## src/hdl/assert_macros.svh

```systemverilog
// ----------------------------------------------------------------------------
// assert_macros
// assertion helpers shared by the rtl files
// ----------------------------------------------------------------------------
`ifndef ASSERT_MACROS_SVH
`define ASSERT_MACROS_SVH

// immediate-cycle implication, checked out of reset
`define ASSERT_IMPL(label, clk, rst_n, ante, cons, msg) \
    label: assert property (@(posedge clk) disable iff (!rst_n) (ante) |-> (cons)) \
        else $error(msg);

// next-cycle implication, checked out of reset
`define ASSERT_NEXT(label, clk, rst_n, ante, cons, msg) \
    label: assert property (@(posedge clk) disable iff (!rst_n) (ante) |=> (cons)) \
        else $error(msg);

`endif

```

## src/hdl/bdpt_pkg.sv

```systemverilog
// ----------------------------------------------------------------------------
// bdpt_pkg
// types and constants of the button debounce and press timer
// ----------------------------------------------------------------------------
package bdpt_pkg;

    localparam logic [15:0] DEBOUNCE_RESET = 16'd40;

    // register indexes on the configuration port
    localparam logic REG_DEBOUNCE_LIMIT = 1'b0;

    typedef enum logic [1:0] {
        PH_UP      = 2'd0,
        PH_FALLING = 2'd1,
        PH_DOWN    = 2'd2,
        PH_RISING  = 2'd3
    } t_phase;

    // one update tick, lowest field in the lowest bits
    typedef struct packed {
        logic [31:0] now_ticks;
        logic        button_level;
    } t_item;

    // one result, lowest field in the lowest bits
    typedef struct packed {
        logic [31:0] press_duration;
        logic        release_event;
        logic        press_event;
        t_phase      debounced_phase;
    } t_result;

endpackage

```

## src/hdl/button_debounce_press_timer.sv

```systemverilog
// ----------------------------------------------------------------------------
// button_debounce_press_timer
// debounced active-low button with press length measurement
// ----------------------------------------------------------------------------
// pipeline: an accepted tick beat goes to the input register, then into the
//   result register; throughput: one tick per cycle while the result side does
//   not stall, set by the single-pass step logic between the two registers
// reset: synchronous, clears the phase, both counters, the timestamps and
//   the stage valids, and loads the debounce limit with 40
`include "assert_macros.svh"

module button_debounce_press_timer (
    input  logic        i_clk,
    input  logic        i_rst_n,
    input  logic        i_s_tvalid,
    output logic        o_s_tready,
    input  logic [39:0] i_s_tdata,   // button_level, now_ticks[31:0], zero pad
    output logic        o_m_tvalid,
    input  logic        i_m_tready,
    output logic [39:0] o_m_tdata,   // debounced_phase[1:0], press_event,
                                     // release_event, press_duration[31:0], zero pad
    input  logic        psel,
    input  logic        penable,
    input  logic        pwrite,
    input  logic [2:0]  paddr,
    input  logic [31:0] pwdata,
    output logic [31:0] prdata,
    output logic        pready
);
    import bdpt_pkg::*;

    logic        r_in_vld;
    t_item       r_in_item;
    logic        r_out_vld;
    t_result     r_out_data;
    t_result     w_result;
    logic [15:0] w_limit;
    logic        w_adv;
    logic        w_s_fire;
    logic        w_step;

    // output register frees up when empty or being taken
    assign w_adv      = !r_out_vld || i_m_tready;
    assign o_s_tready = !r_in_vld || w_adv;
    assign w_s_fire   = i_s_tvalid && o_s_tready;
    assign w_step     = r_in_vld && w_adv;

    always_ff @(posedge i_clk) begin
        if (!i_rst_n) begin
            r_in_vld  <= 1'b0;
            r_out_vld <= 1'b0;
        end else begin
            if (o_s_tready) r_in_vld  <= i_s_tvalid;
            if (w_adv)      r_out_vld <= r_in_vld;
        end
    end

    always_ff @(posedge i_clk) begin
        if (w_s_fire) r_in_item  <= i_s_tdata[32:0];
        if (w_step)   r_out_data <= w_result;
    end

    bdpt_cfg u_cfg (
        .i_clk   (i_clk),
        .i_rst_n (i_rst_n),
        .psel    (psel),
        .penable (penable),
        .pwrite  (pwrite),
        .paddr   (paddr),
        .pwdata  (pwdata),
        .prdata  (prdata),
        .pready  (pready),
        .o_limit (w_limit)
    );

    bdpt_fsm u_fsm (
        .i_clk    (i_clk),
        .i_rst_n  (i_rst_n),
        .i_fire   (w_step),
        .i_item   (r_in_item),
        .i_limit  (w_limit),
        .o_result (w_result)
    );

    assign o_m_tvalid = r_out_vld;
    assign o_m_tdata  = {4'd0, r_out_data};

    `ASSERT_IMPL(a_stall_only_when_full, i_clk, i_rst_n, !o_s_tready,
        r_in_vld && r_out_vld && !i_m_tready, "input stalled with room in the pipe")
    `ASSERT_NEXT(a_accept_fills_stage, i_clk, i_rst_n, w_s_fire,
        r_in_vld, "accepted beat did not reach the input register")
    `ASSERT_NEXT(a_step_fills_output, i_clk, i_rst_n, w_step,
        r_out_vld, "stepped beat did not reach the result register")

endmodule

```

## src/hdl/bdpt_cfg.sv

```systemverilog
// ----------------------------------------------------------------------------
// bdpt_cfg
// apb register holding the debounce limit
// ----------------------------------------------------------------------------
module bdpt_cfg (
    input  logic        i_clk,
    input  logic        i_rst_n,
    input  logic        psel,
    input  logic        penable,
    input  logic        pwrite,
    input  logic [2:0]  paddr,
    input  logic [31:0] pwdata,
    output logic [31:0] prdata,
    output logic        pready,
    output logic [15:0] o_limit
);
    import bdpt_pkg::*;

    logic [15:0] r_limit;
    logic        w_sel_limit;

    // word index sits above the byte offset
    assign w_sel_limit = (paddr[2] == REG_DEBOUNCE_LIMIT);
    assign pready      = 1'b1;

    always_ff @(posedge i_clk) begin
        if (!i_rst_n) begin
            r_limit <= DEBOUNCE_RESET;
        end else if (psel && penable && pwrite && pready && w_sel_limit) begin
            r_limit <= pwdata[15:0];
        end
    end

    always_comb begin
        prdata = 32'd0;
        if (w_sel_limit) begin
            prdata = {16'd0, r_limit};
        end
    end

    assign o_limit = r_limit;

endmodule

```

## src/hdl/bdpt_fsm.sv

```systemverilog
// ----------------------------------------------------------------------------
// bdpt_fsm
// four-phase debounce machine with press timestamp and duration
// ----------------------------------------------------------------------------
`include "assert_macros.svh"

module bdpt_fsm (
    input  logic              i_clk,
    input  logic              i_rst_n,
    input  logic              i_fire,
    input  bdpt_pkg::t_item   i_item,
    input  logic [15:0]       i_limit,
    output bdpt_pkg::t_result o_result
);
    import bdpt_pkg::*;

    t_phase      r_phase,       n_phase;
    logic [15:0] r_fall_cnt,    n_fall_cnt;
    logic [15:0] r_rise_cnt,    n_rise_cnt;
    logic [31:0] r_press_start, n_press_start;
    logic [31:0] r_last_dur,    n_last_dur;
    logic        w_pressed;
    logic        w_fall_done;
    logic        w_rise_done;
    logic        w_press;
    logic        w_release;

    assign w_pressed   = ~i_item.button_level;
    assign w_fall_done = (r_fall_cnt >= i_limit);
    assign w_rise_done = (r_rise_cnt >= i_limit);

    // next phase
    always_comb begin
        n_phase = r_phase;
        case (r_phase)
            PH_UP: begin
                if (w_pressed) n_phase = PH_FALLING;
            end
            PH_FALLING: begin
                if (w_fall_done) n_phase = w_pressed ? PH_DOWN : PH_UP;
            end
            PH_DOWN: begin
                if (!w_pressed) n_phase = PH_RISING;
            end
            PH_RISING: begin
                if (w_rise_done) n_phase = w_pressed ? PH_DOWN : PH_UP;
            end
            default: begin
                n_phase = PH_UP;
            end
        endcase
    end

    // counters, events and timer
    always_comb begin
        n_fall_cnt    = r_fall_cnt;
        n_rise_cnt    = r_rise_cnt;
        n_press_start = r_press_start;
        n_last_dur    = r_last_dur;
        w_press       = 1'b0;
        w_release     = 1'b0;
        case (r_phase)
            PH_FALLING: begin
                // cleared on a decision, then counted on the same tick
                n_fall_cnt = (w_fall_done ? 16'd0 : r_fall_cnt) + 16'd1;
                if (w_fall_done && w_pressed) begin
                    w_press       = 1'b1;
                    n_press_start = i_item.now_ticks;
                end
            end
            PH_RISING: begin
                n_rise_cnt = (w_rise_done ? 16'd0 : r_rise_cnt) + 16'd1;
                if (w_rise_done && !w_pressed) begin
                    w_release  = 1'b1;
                    n_last_dur = i_item.now_ticks - r_press_start;
                end
            end
            default: begin
            end
        endcase
    end

    always_ff @(posedge i_clk) begin
        if (!i_rst_n) begin
            r_phase       <= PH_UP;
            r_fall_cnt    <= 16'd0;
            r_rise_cnt    <= 16'd0;
            r_press_start <= 32'd0;
            r_last_dur    <= 32'd0;
        end else if (i_fire) begin
            r_phase       <= n_phase;
            r_fall_cnt    <= n_fall_cnt;
            r_rise_cnt    <= n_rise_cnt;
            r_press_start <= n_press_start;
            r_last_dur    <= n_last_dur;
        end
    end

    assign o_result.debounced_phase = n_phase;
    assign o_result.press_event     = w_press;
    assign o_result.release_event   = w_release;
    assign o_result.press_duration  = n_last_dur;

    `ASSERT_NEXT(a_press_goes_down, i_clk, i_rst_n, i_fire && w_press,
        r_phase == PH_DOWN && r_press_start == $past(i_item.now_ticks),
        "confirmed press did not land in down with timestamp")
    `ASSERT_NEXT(a_release_duration, i_clk, i_rst_n, i_fire && w_release,
        r_phase == PH_UP && r_last_dur == $past(i_item.now_ticks - r_press_start),
        "confirmed release gave wrong duration")

endmodule

```

## config.mk

```make
export PLATFORM = sky130hd
export DESIGN_NAME = button_debounce_press_timer
export DESIGN_NICKNAME = d
export VERILOG_FILES = /design/src/hdl/bdpt_pkg.sv /design/src/hdl/button_debounce_press_timer.sv /design/src/hdl/bdpt_cfg.sv /design/src/hdl/bdpt_fsm.sv
export VERILOG_INCLUDE_DIRS = /design/src /design/src/hdl
export SDC_FILE = /design/constraint.sdc
export NUM_CORES = 1
export LEC_CHECK = 0
export ABC_AREA = 1
export BUFFER_PORTS_ARGS = -buffer_cell sky130_fd_sc_hd__buf_2
export CAP_MARGIN = 20
export CORE_MARGIN = 10
export CORE_UTILIZATION = 35
export CTS_BUF_LIST = sky130_fd_sc_hd__clkbuf_2 sky130_fd_sc_hd__clkbuf_4 sky130_fd_sc_hd__clkbuf_8
export DETAILED_ROUTE_END_ITERATION = 8
export PLACE_DENSITY = 0.57
export SLEW_MARGIN = 20
export SYNTH_ARGS = -nofsm -noshare
export SYNTH_HDL_FRONTEND = slang
export SYNTH_SLANG_ARGS = --single-unit
```

## constraint.sdc

```tcl
create_clock -name i_clk -period 4 [get_ports i_clk]
set_input_delay 0.2 -clock i_clk [delete_from_list [all_inputs] [get_ports i_clk]]
set_output_delay 0.2 -clock i_clk [all_outputs]
set_load 0.01 [all_outputs]
```

=== Word-level counts from Yosys, hierarchy flattened ===
Index checks and enable logic that the tools add are counted.

* Add/sub/neg operators: 3
* Order comparisons: 2
* Equal/unequal tests: 3
* Muxes and demuxes: 13
* Bitwise logic cells: 2
* Reductions and logical operators: 15

{| class="wikitable"
|+ Operators by type and width
! cell !! number
|-
| two-way mux 32 bit || 2
|-
| two-way mux 16 bit || 3
|-
| adder 16 x 1 -> 16 bit, second input constant || 2
|-
| >= comparator 16 bit || 2
|-
| subtractor 32 bit || 1
|-
| two-way mux 2 bit || 5
|-
| one-hot mux 2 bit (4 select lines) || 1
|-
| logical AND 1 bit || 7
|-
| == test 2 bit, second input constant || 2
|-
| AND reduction 2 bit || 2
|-
| AND reduction 3 bit || 1
|-
| == test 2 x 1 -> 1 bit, second input constant || 1
|-
| zero test 1 bit || 2
|-
| zero test 2 bit || 1
|-
| logical OR 1 bit || 2
|-
| two-way mux 1 bit || 2
|-
| inverter 1 bit || 2
|}

* Flip-flop bits (word level): 185
* Bits of input ports: 82
* Output and inout bits: 75
* Word-level logic and storage cells: 52

=== Logic depth before layout (Yosys ltp) ===
Gate-level depths: netlist (run 1).

* Depth in word-level cells: 4
* Gate-level depth with buffers: 23
* Gate-level depth less buffers: 23

=== By module ===
A second synthesis (run 1) with hierarchy kept.

* Cell total of the unflattened synthesis: 1,414
* Area, all modules: 10,674.0 sq um

{| class="wikitable"
|+ Modules (own cells, without submodules)
! module !! times used !! cells an instance !! area an instance (sq um)
|-
| bdpt_fsm || 1 || 1,169 || 7,427.1
|-
| button_debounce_press_timer || 1 || 87 || 2,200.9
|-
| bdpt_cfg || 1 || 158 || 1,046.0
|}

=== Worst setup path before layout (run 1) ===
Ideal clock, no wire load.

* Path type: reg-to-reg
* Start: register u_cfg.r_limit[15] (netlist: u_cfg.o_limit[15])
* End: register u_fsm.r_fall_cnt[10]
* Library setup time: 110 ps
* Data arrival time: 2,329 ps
* Data required time: 3,890 ps
* Path slack: 1,561 ps
* Cell stages (with the launch flop): 18
* Clock period less this slack: 2,439 ps
* Path through: dfxtp_1 inv_1 ha_1 a21oi_1 o21ai_0 nor2_4 nand2_4 nor2_1 ha_1 nand2_1 inv_1 nand4_1 nor2_2 nand2_1 nor2_1 nand3_1 nand2_1 nor2_1

* Word-level cells in the longest chain between the ends: 3

{| class="wikitable"
|+ Ends and longest elaborated chain
! element !! line !! text
|-
| start: declaration || bdpt_cfg.sv:19 || <nowiki>logic [15:0] r_limit;</nowiki>
|-
| start signal: assignment || bdpt_cfg.sv:30 || <nowiki>r_limit <= pwdata[15:0];</nowiki>
|-
| >= comparator 16 bit || bdpt_fsm.sv:29 || <nowiki>assign w_fall_done = (r_fall_cnt >= i_limit);</nowiki>
|-
| two-way mux 16 bit || bdpt_fsm.sv:65 || <nowiki>n_fall_cnt = (w_fall_done ? 16'd0 : r_fall_cnt) + 16'd1;</nowiki>
|-
| adder 16 x 1 -> 16 bit || bdpt_fsm.sv:65 ||
|-
| end signal: assignment || bdpt_fsm.sv:92 || <nowiki>r_fall_cnt <= n_fall_cnt;</nowiki>
|-
| end: declaration || bdpt_fsm.sv:18 || <nowiki>logic [15:0] r_fall_cnt, n_fall_cnt;</nowiki>
|}

Every way passes these cells.
A chain may end at the register's enable or synchronous reset.

=== Final worst setup path (run 1) ===
* Start: register u_cfg.r_limit[9] (netlist: u_cfg.o_limit[9])
* End: register u_fsm.r_rise_cnt[10]

* Word-level cells in the longest chain between the ends: 3

{| class="wikitable"
|+ Ends and longest elaborated chain
! element !! line !! text
|-
| >= comparator 16 bit || bdpt_fsm.sv:30 || <nowiki>assign w_rise_done = (r_rise_cnt >= i_limit);</nowiki>
|-
| two-way mux 16 bit || bdpt_fsm.sv:72 || <nowiki>n_rise_cnt = (w_rise_done ? 16'd0 : r_rise_cnt) + 16'd1;</nowiki>
|-
| adder 16 x 1 -> 16 bit || bdpt_fsm.sv:72 ||
|-
| end signal: assignment || bdpt_fsm.sv:93 || <nowiki>r_rise_cnt <= n_rise_cnt;</nowiki>
|-
| end: declaration || bdpt_fsm.sv:19 || <nowiki>logic [15:0] r_rise_cnt, n_rise_cnt;</nowiki>
|}

Every way passes these cells.

==> results.md, run 1 <==
* Clk_lat worst skew at 0.48 ns
* Worst min path class: in2reg
* Iteration-0 DRC Markers at 576
* Slowest-stage cell, CP: dfxtp_1
* Cells after Synth at 1355
* Count leader, synth: nand2_1
* Synth top cells by count: 228 x nand2_1, 205 x inv_1, 139 x nor2_1, 138 x a21oi_1, 116 x dfxtp_1
* CTS tree: yes
* Top cell type's share of synthesized area at 22.2%
* CP cell instances: inv_1 -> ha_1 -> a21oi_1 -> o21ai_0 -> a21oi_4 -> nand2_4 -> nor2_1 -> ha_1 -> nand2_1 -> inv_1 -> nand4_1 -> nor2_1 -> nand2_1 -> o22ai_1 -> nand2_1 -> nor2_1
* H-tree depth at 4
* CTS clk-pin slew, worst paths at 0.11 ns
* Nets at 1647
* Clock root buffer: clkbuf_8
* Vias in the first global route at 8827
* Largest net degree at the start of global routing at 68
* Count of unique library cells instantiated by Yosys at 49
* Post-route cell area at 12100 um2
* Startpoint types: flop
* Clk sink count at 185
* Clock Tree Buf Depth at 2
* Gr usage total at 14.7%
* Largest family of logic cells by synthesized area: simple AND/OR/NAND/NOR gates
* DRC at 0
* Simple-gate portion of the synthesized area at 21.6%
* TritonRoute pass-1 iters at 5
* Pleak at 5.40 nW
* Fin crit share at 75.4%
* Max_cap viols at 0
* Arr. time, crit path at 3.43 ns
* ANT cells at 0
* Io pins at 157
* Starting density of the core at 35.4%
* First-pass GRT wire length at 44300 um
* Synth Register Bits at 185
* Die Ht at 193 um
* Worst Max-Slew Pin Slew at 1.06 ns
* Placed cell count at 1824
* Die Wd at 193 um
* Pwr dens at 315 nW/um2
* DRT Wirelength at 27100 um
* Prevailing post-synth register cell: dfxtp_1
* Synth area leaders: dfxtp_1 22%, edfxtp_1 20%, nand2_1 8.2%, ha_1 7.8%, inv_1 7.4%
* Synth Area in Compound Gates at 15.9%
* Vias at 9117
* Layout cell share with drive strength beyond 1 at 13.1%
* Worst R2R Path Depth at 16
* Overflow after GRT at 0
* Worst Hold Launch: pwdata[9]
* Post-CTS sizing at 0
* Post-synthesis xor/xnor area fraction at 1.42%
* Min Tclk post-route at 3.02 ns
* Worst Setup SP: u_cfg.o_limit[9]$_SDFFE_PN0P_
* Routability Congestion at 0.948
* Initial antenna violation count at 0
* Core Region at 29600 um2
* I/O Buffers at 110
* Fraction of registers with async set/reset at 0%
* Synthesized cell area at 10500 um2
* Number of synthesized flops with an enable pin at 69
* Post-Synth Adder-Cell Area at 7.96%
* Fin cells at 1902
* Final Hold Viols at 0
* Max Clk Rate at 331 MHz
* VDD IR max at 0.161 mV
* Crit path required time at 4.41 ns
* Die area at 37200 um2
* Max-slew headroom at the worst pin at 29.4%
* CTS buffer count at 17
* Antenna Violating Nets Remaining at 0
* Area Overhead vs Synth at 15.8%
* Slew Viols, Final at 0
* RSZ-0062 raised after global routing: no
* Leading area contributor after synthesis: dfxtp_1
* Clock skew at 0.0196 ns
* Placed cell areas at 11300 um2
* Yosys Warn Count at 0
* Reg-to-Reg Start: u_cfg.o_limit[9]$_SDFFE_PN0P_
* Final Setup Violations at 0
* Hold depth at 3
* Vias per Instance at 4.79
* Final HPWL DP at 20100 um
* Design Power at 3.82 mW
* Avg Synthesized Cell Area at 7.73 um2
* Multiplexer area fraction after synthesis at 0%
* CP Capture Type: flop
* Worst-path maximum fanout at 8
* Setup CP Type: reg2reg
* DR WL/cell at 14.2 um
* Outcome: completed
* Row count at 63
* Largest stage delay, worst path at 0.31 ns
* Total negative slack at 0 ns
* Part of the Yosys area used for sequential elements at 42.0%
[critical path: cells and delay by family, from the launching register on]
kind	cells	cell delay [ns]
AO/OA/AOI/OAI	4	0.74
adder cells (fa/ha/maj)	2	0.49
AND/OR/NAND/NOR	8	1.17
flip-flops	1	0.31
buffers and inverters	2	0.24
[cell usage in the layout, fill, tap and decap left out, drive strengths merged]
master and instances:
a211oi 3, a21boi 4, a21o 6, a21oi 139, and3 1, buf 117
clkbuf 17, clkinv 6, clkinvlp 2, conb 21, dfxtp 116, dlygate4sd3 46
edfxtp 69, fa 1, ha 65, inv 218, nand2 237, nand3 63
nand3b 5, nand4 30, nor2 147, nor3 18, nor3b 2, nor4 2
o2111ai 1, o211ai 6, o21a 4, o21ai 138, o21bai 1, o22ai 2
o2bb2ai 1, or2 7, xnor2 4, xor2 13
[report_power, final]
group,switching (mW),internal [mW],total (mW)
registers,0.0340,2.03,2.07
clock network,0.790,0.467,1.26
logic,0.305,0.188,0.493
total,1.13,2.69,3.82
[layout make-up]
class | instances | area, um2
clock buffers | 17 | 234
clock inverters | 15 | 153
fillers | 3051 | 17400
inverters | 211 | 795
multi-input cells | 921 | 5000
flip-flops and latches | 185 | 4390
well taps | 390 | 488
repair buffers | 163 | 1060
[flip-flops by register name, summed over array words and instances, names as in the netlist]
| signal | cells |
|---|---|
| o_m_tvalid | 1 |
| u_fsm.r_press_start | 32 |
| r_in_item | 33 |
| u_cfg.o_limit | 16 |
| r_in_vld | 1 |
| u_fsm.r_fall_cnt | 16 |
| o_m_tdata | 36 |
| u_fsm.r_phase | 2 |
| u_fsm.r_rise_cnt | 16 |
| u_fsm.r_last_dur | 32 |
[stage by stage]
stage	worst slack [ns]	hold WS [ns]	util, %
global placement	1.14	0.376	38.1
detailed placement	1.04	0.378	38.1
finish	0.983	0.0157	41.0
global route	0.670	0.0162	41.0
CTS	1.01	0.000322	41.0
floorplan	1.56	0.299	-
[logic make-up after synthesis]
family	Yosys count
XOR/XNOR	17
AO/OA/AOI/OAI	305
adder cells (fa/ha/maj)	66
flip-flops	185
other	2
AND/OR/NAND/NOR	512
buffers and inverters	268
[layer usage]
layer,track usage [%],wire [um]
met5,0,0
met2,25.7,13100
met1,18.1,12100
met3,2.41,1220
met4,4.59,603
[worst paths after layout]
check | endpoint | slack, ns
min | u_cfg.o_limit[9]$_SDFFE_PN0P_ | 0.02
min reg2reg | u_fsm.r_press_start[15]$_SDFFE_PN0P_ | 0.46
max | u_fsm.r_rise_cnt[10]$_SDFFE_PN0P_ | 0.98
max reg2reg | u_fsm.r_rise_cnt[10]$_SDFFE_PN0P_ | 0.98
[what timing repair did]
item / CTS / global route
hold buffers: 45 / 1
setup buffers: 0 / 0
hold endpoints to repair: 45 / 1
No activity file was read; power rests on OpenSTA's default activity.
==> run 2: changes to the inputs <==
- clock period: 4 -> 2.8 ns (I/O delays scaled with it)
==> results.md, run 2 (synthesis results as in run 1) <==
* Die Ht at 193 um (unchanged)
* First-pass GRT wire length at 44500 um (+0.34%)
* Final Setup Violations at 0 (unchanged)
* Outcome: completed
* TritonRoute pass-1 iters at 5 (unchanged)
* DR WL/cell at 14.2 um (-0.35%)
* DRT Wirelength at 27400 um (+1.3%)
* Multi-input logic area at 5010 um2 (+0.28%)
* Finished Core Util at 42.0% (+1.0 points)
* Largest register FFs at 36 (unchanged)
* Setup CP Type: reg2reg
* CTS buffer count at 17 (unchanged)
* Core Region at 29600 um2 (unchanged)
* Seq. cell area at 4390 um2 (unchanged)
* Area Overhead vs Synth at 18.7%
* Initial antenna violation count at 0 (unchanged)
* Overflow after GRT at 0 (unchanged)
* Largest net degree at the start of global routing at 78 (+15%)
* Layout cell share with drive strength beyond 1 at 14.8% (+1.7 points)
* VDD IR max at 0.238 mV (+47%)
* Vias in the first global route at 9000 (+2.0%)
* Vias at 9213 (+1.1%)
* Min Tclk post-route at 2.56 ns (-0.458 ns)
* Clock Tree Buf Depth at 2 (unchanged)
* Most frequent cells in the layout: 227 x nand2_1, 204 x inv_1, 137 x a21oi_1, 136 x nor2_1, 116 x dfxtp_1
* Crit path required time at 3.23 ns (-1.18 ns)
* Pwr dens at 440 nW/um2 (+40%)
* Die area at 37200 um2 (unchanged)
* Iteration-0 DRC Markers at 565 (-1.9%)
* Max_cap viols at 0 (unchanged)
* Starting density of the core at 35.4% (unchanged)
* CTS tree: yes
* Clk_lat worst skew at 0.48 ns (about the same)
* Worst Max-Slew Pin Slew at 0.758 ns (-0.301 ns)
* Final HPWL DP at 20500 um (+1.9%)
* Fin crit share at 91.4% (+16 points)
* Slew Viols, Final at 0 (unchanged)
* Antenna Violating Nets Remaining at 0 (unchanged)
* Pleak at 5.56 nW (+2.9%)
* Max Clk Rate at 391 MHz (+18%)
* ANT cells at 0 (unchanged)
* Io pins at 157 (unchanged)
* Nets at 1679 (+1.9%)
* Routability Congestion at 0.933 (-1.5%)
* Final Hold Viols at 0 (unchanged)
* CP Capture Type: flop
* CTS clk-pin slew, worst paths at 0.12 ns (about the same)
* Worst-path maximum fanout at 5 (-3)
* Max-slew headroom at the worst pin at 49.5% (+20 points)
* Arr. time, crit path at 2.99 ns (-0.44 ns)
* Row count at 63 (unchanged)
* Startpoint types: flop
* Filler Cell Count at 3019 (-1.0%)
* Vias per Instance at 4.76 (-0.62%)
* H-tree depth at 4 (unchanged)
* Commonest non-fill, non-tap cell in the layout: nand2_1
* DRC at 0 (unchanged)
* Clk sink count at 185 (unchanged)
* Gr usage total at 14.8% (+0.14 points)
* Clock skew at 0.0216 ns (+0.00203 ns)
* Worst min path class: in2reg
* Pre-CTS setup slack at 0.224 ns (-0.814 ns)
* I/O Buffers at 110 (unchanged)
* PnR worst setup slack at 0.241 ns (-0.742 ns)
* Die Wd at 193 um (unchanged)
* Clock root buffer: clkbuf_8
==> run 2: changes by cell type in the layout (fill, tap and decap cells not counted), moves of 2 or more <==
| cell | before | now |
|---|---|---|
| o21ai_1 | 12 | 14 |
| dlygate4sd3_1 | 46 | 52 |
| nor2_2 | 3 | 6 |
| buf_4 | 7 | 31 |
| o21ai_0 | 111 | 109 |
| nor2_1 | 139 | 136 |
| buf_12 | 0 | 2 |
==> run 2: cell type report <==
| class | instances | share of cell area [%] |
|---|---|---|
| multi-input cells | 921 | 40.3 |
| flip-flops and latches | 185 | 35.4 |
| repair buffers | 195 | 10.8 |
| inverters | 211 | 6.40 |
| well taps | 390 | 3.93 |
| clock buffers | 17 | 1.88 |
| clock inverters | 15 | 1.27 |
==> run 2: timing repair <==
action	in CTS	in global routing
hold buffers	52	0
hold endpoints to repair	51	0
buffers inserted	0	0
endpoints found under the setup margin	0	11
resized for setup	0	8
==> run 2: path summary, 6_finish.rpt <==
path / start / endpoint / slack [ns] / cells after the start
setup / recovery: u_cfg.o_limit[15]$_SDFFE_PN0P_ / u_fsm.r_rise_cnt[10]$_SDFFE_PN0P_ / 0.24 / 16
hold / removal: i_rst_n / u_fsm.r_fall_cnt[13]$_SDFFE_PN0P_ / 0.12 / 3
hold reg to reg: u_fsm.r_press_start[12]$_SDFFE_PN0P_ / u_fsm.r_press_start[12]$_SDFFE_PN0P_ / 0.46 / 2
setup reg to reg: u_cfg.o_limit[15]$_SDFFE_PN0P_ / u_fsm.r_rise_cnt[10]$_SDFFE_PN0P_ / 0.24 / 16
==> run 2: stage by stage <==
| stage | setup TNS, ns | area [um2] | hold slack, ns | std cells | power (mW) |
|---|---|---|---|---|---|
| floorplan | 0 | 10500 | 0.239 | 1374 | 3.47 |
| CTS | 0 | 12400 | 0.102 | 1934 | 5.53 |
| finish | 0 | 12400 | 0.117 | 1934 | 5.46 |
| global route | -0.0207 | 12400 | 0.111 | 1934 | 5.76 |
| detailed placement | 0 | 11500 | 0.318 | 1850 | 3.67 |
| global placement | 0 | 11500 | 0.317 | 1850 | 3.66 |
==> run 2: critical path: stages, from the launching register on <==
cell	delay, ns
dfxtp_1	0.33
inv_1	0.10
ha_1	0.32
a21oi_1	0.15
o21ai_0	0.16
a21oi_4	0.18
nand2_4	0.10
nor2_1	0.14
ha_1	0.18
nand2_1	0.05
inv_1	0.04
nand4_1	0.18
nor2_2	0.20
nand2_1	0.11
o22ai_1	0.13
nand2_1	0.07
nor2_1	0.08
==> run 2: metal layers <==
metal  part of all wire [%]  vias up  track usage, %
met5                      0        -               0
met4                    1.5        0            4.44
met3                    4.6       29            2.57
met2                     50      211            26.5
met1                     44     4190            17.7
li1                       -     4783               -
==> run 2: report_power, final <==
part           switching, mW  internal (mW)
sequential            0.0486           2.90
clock                   1.13          0.668
combinational          0.435          0.280
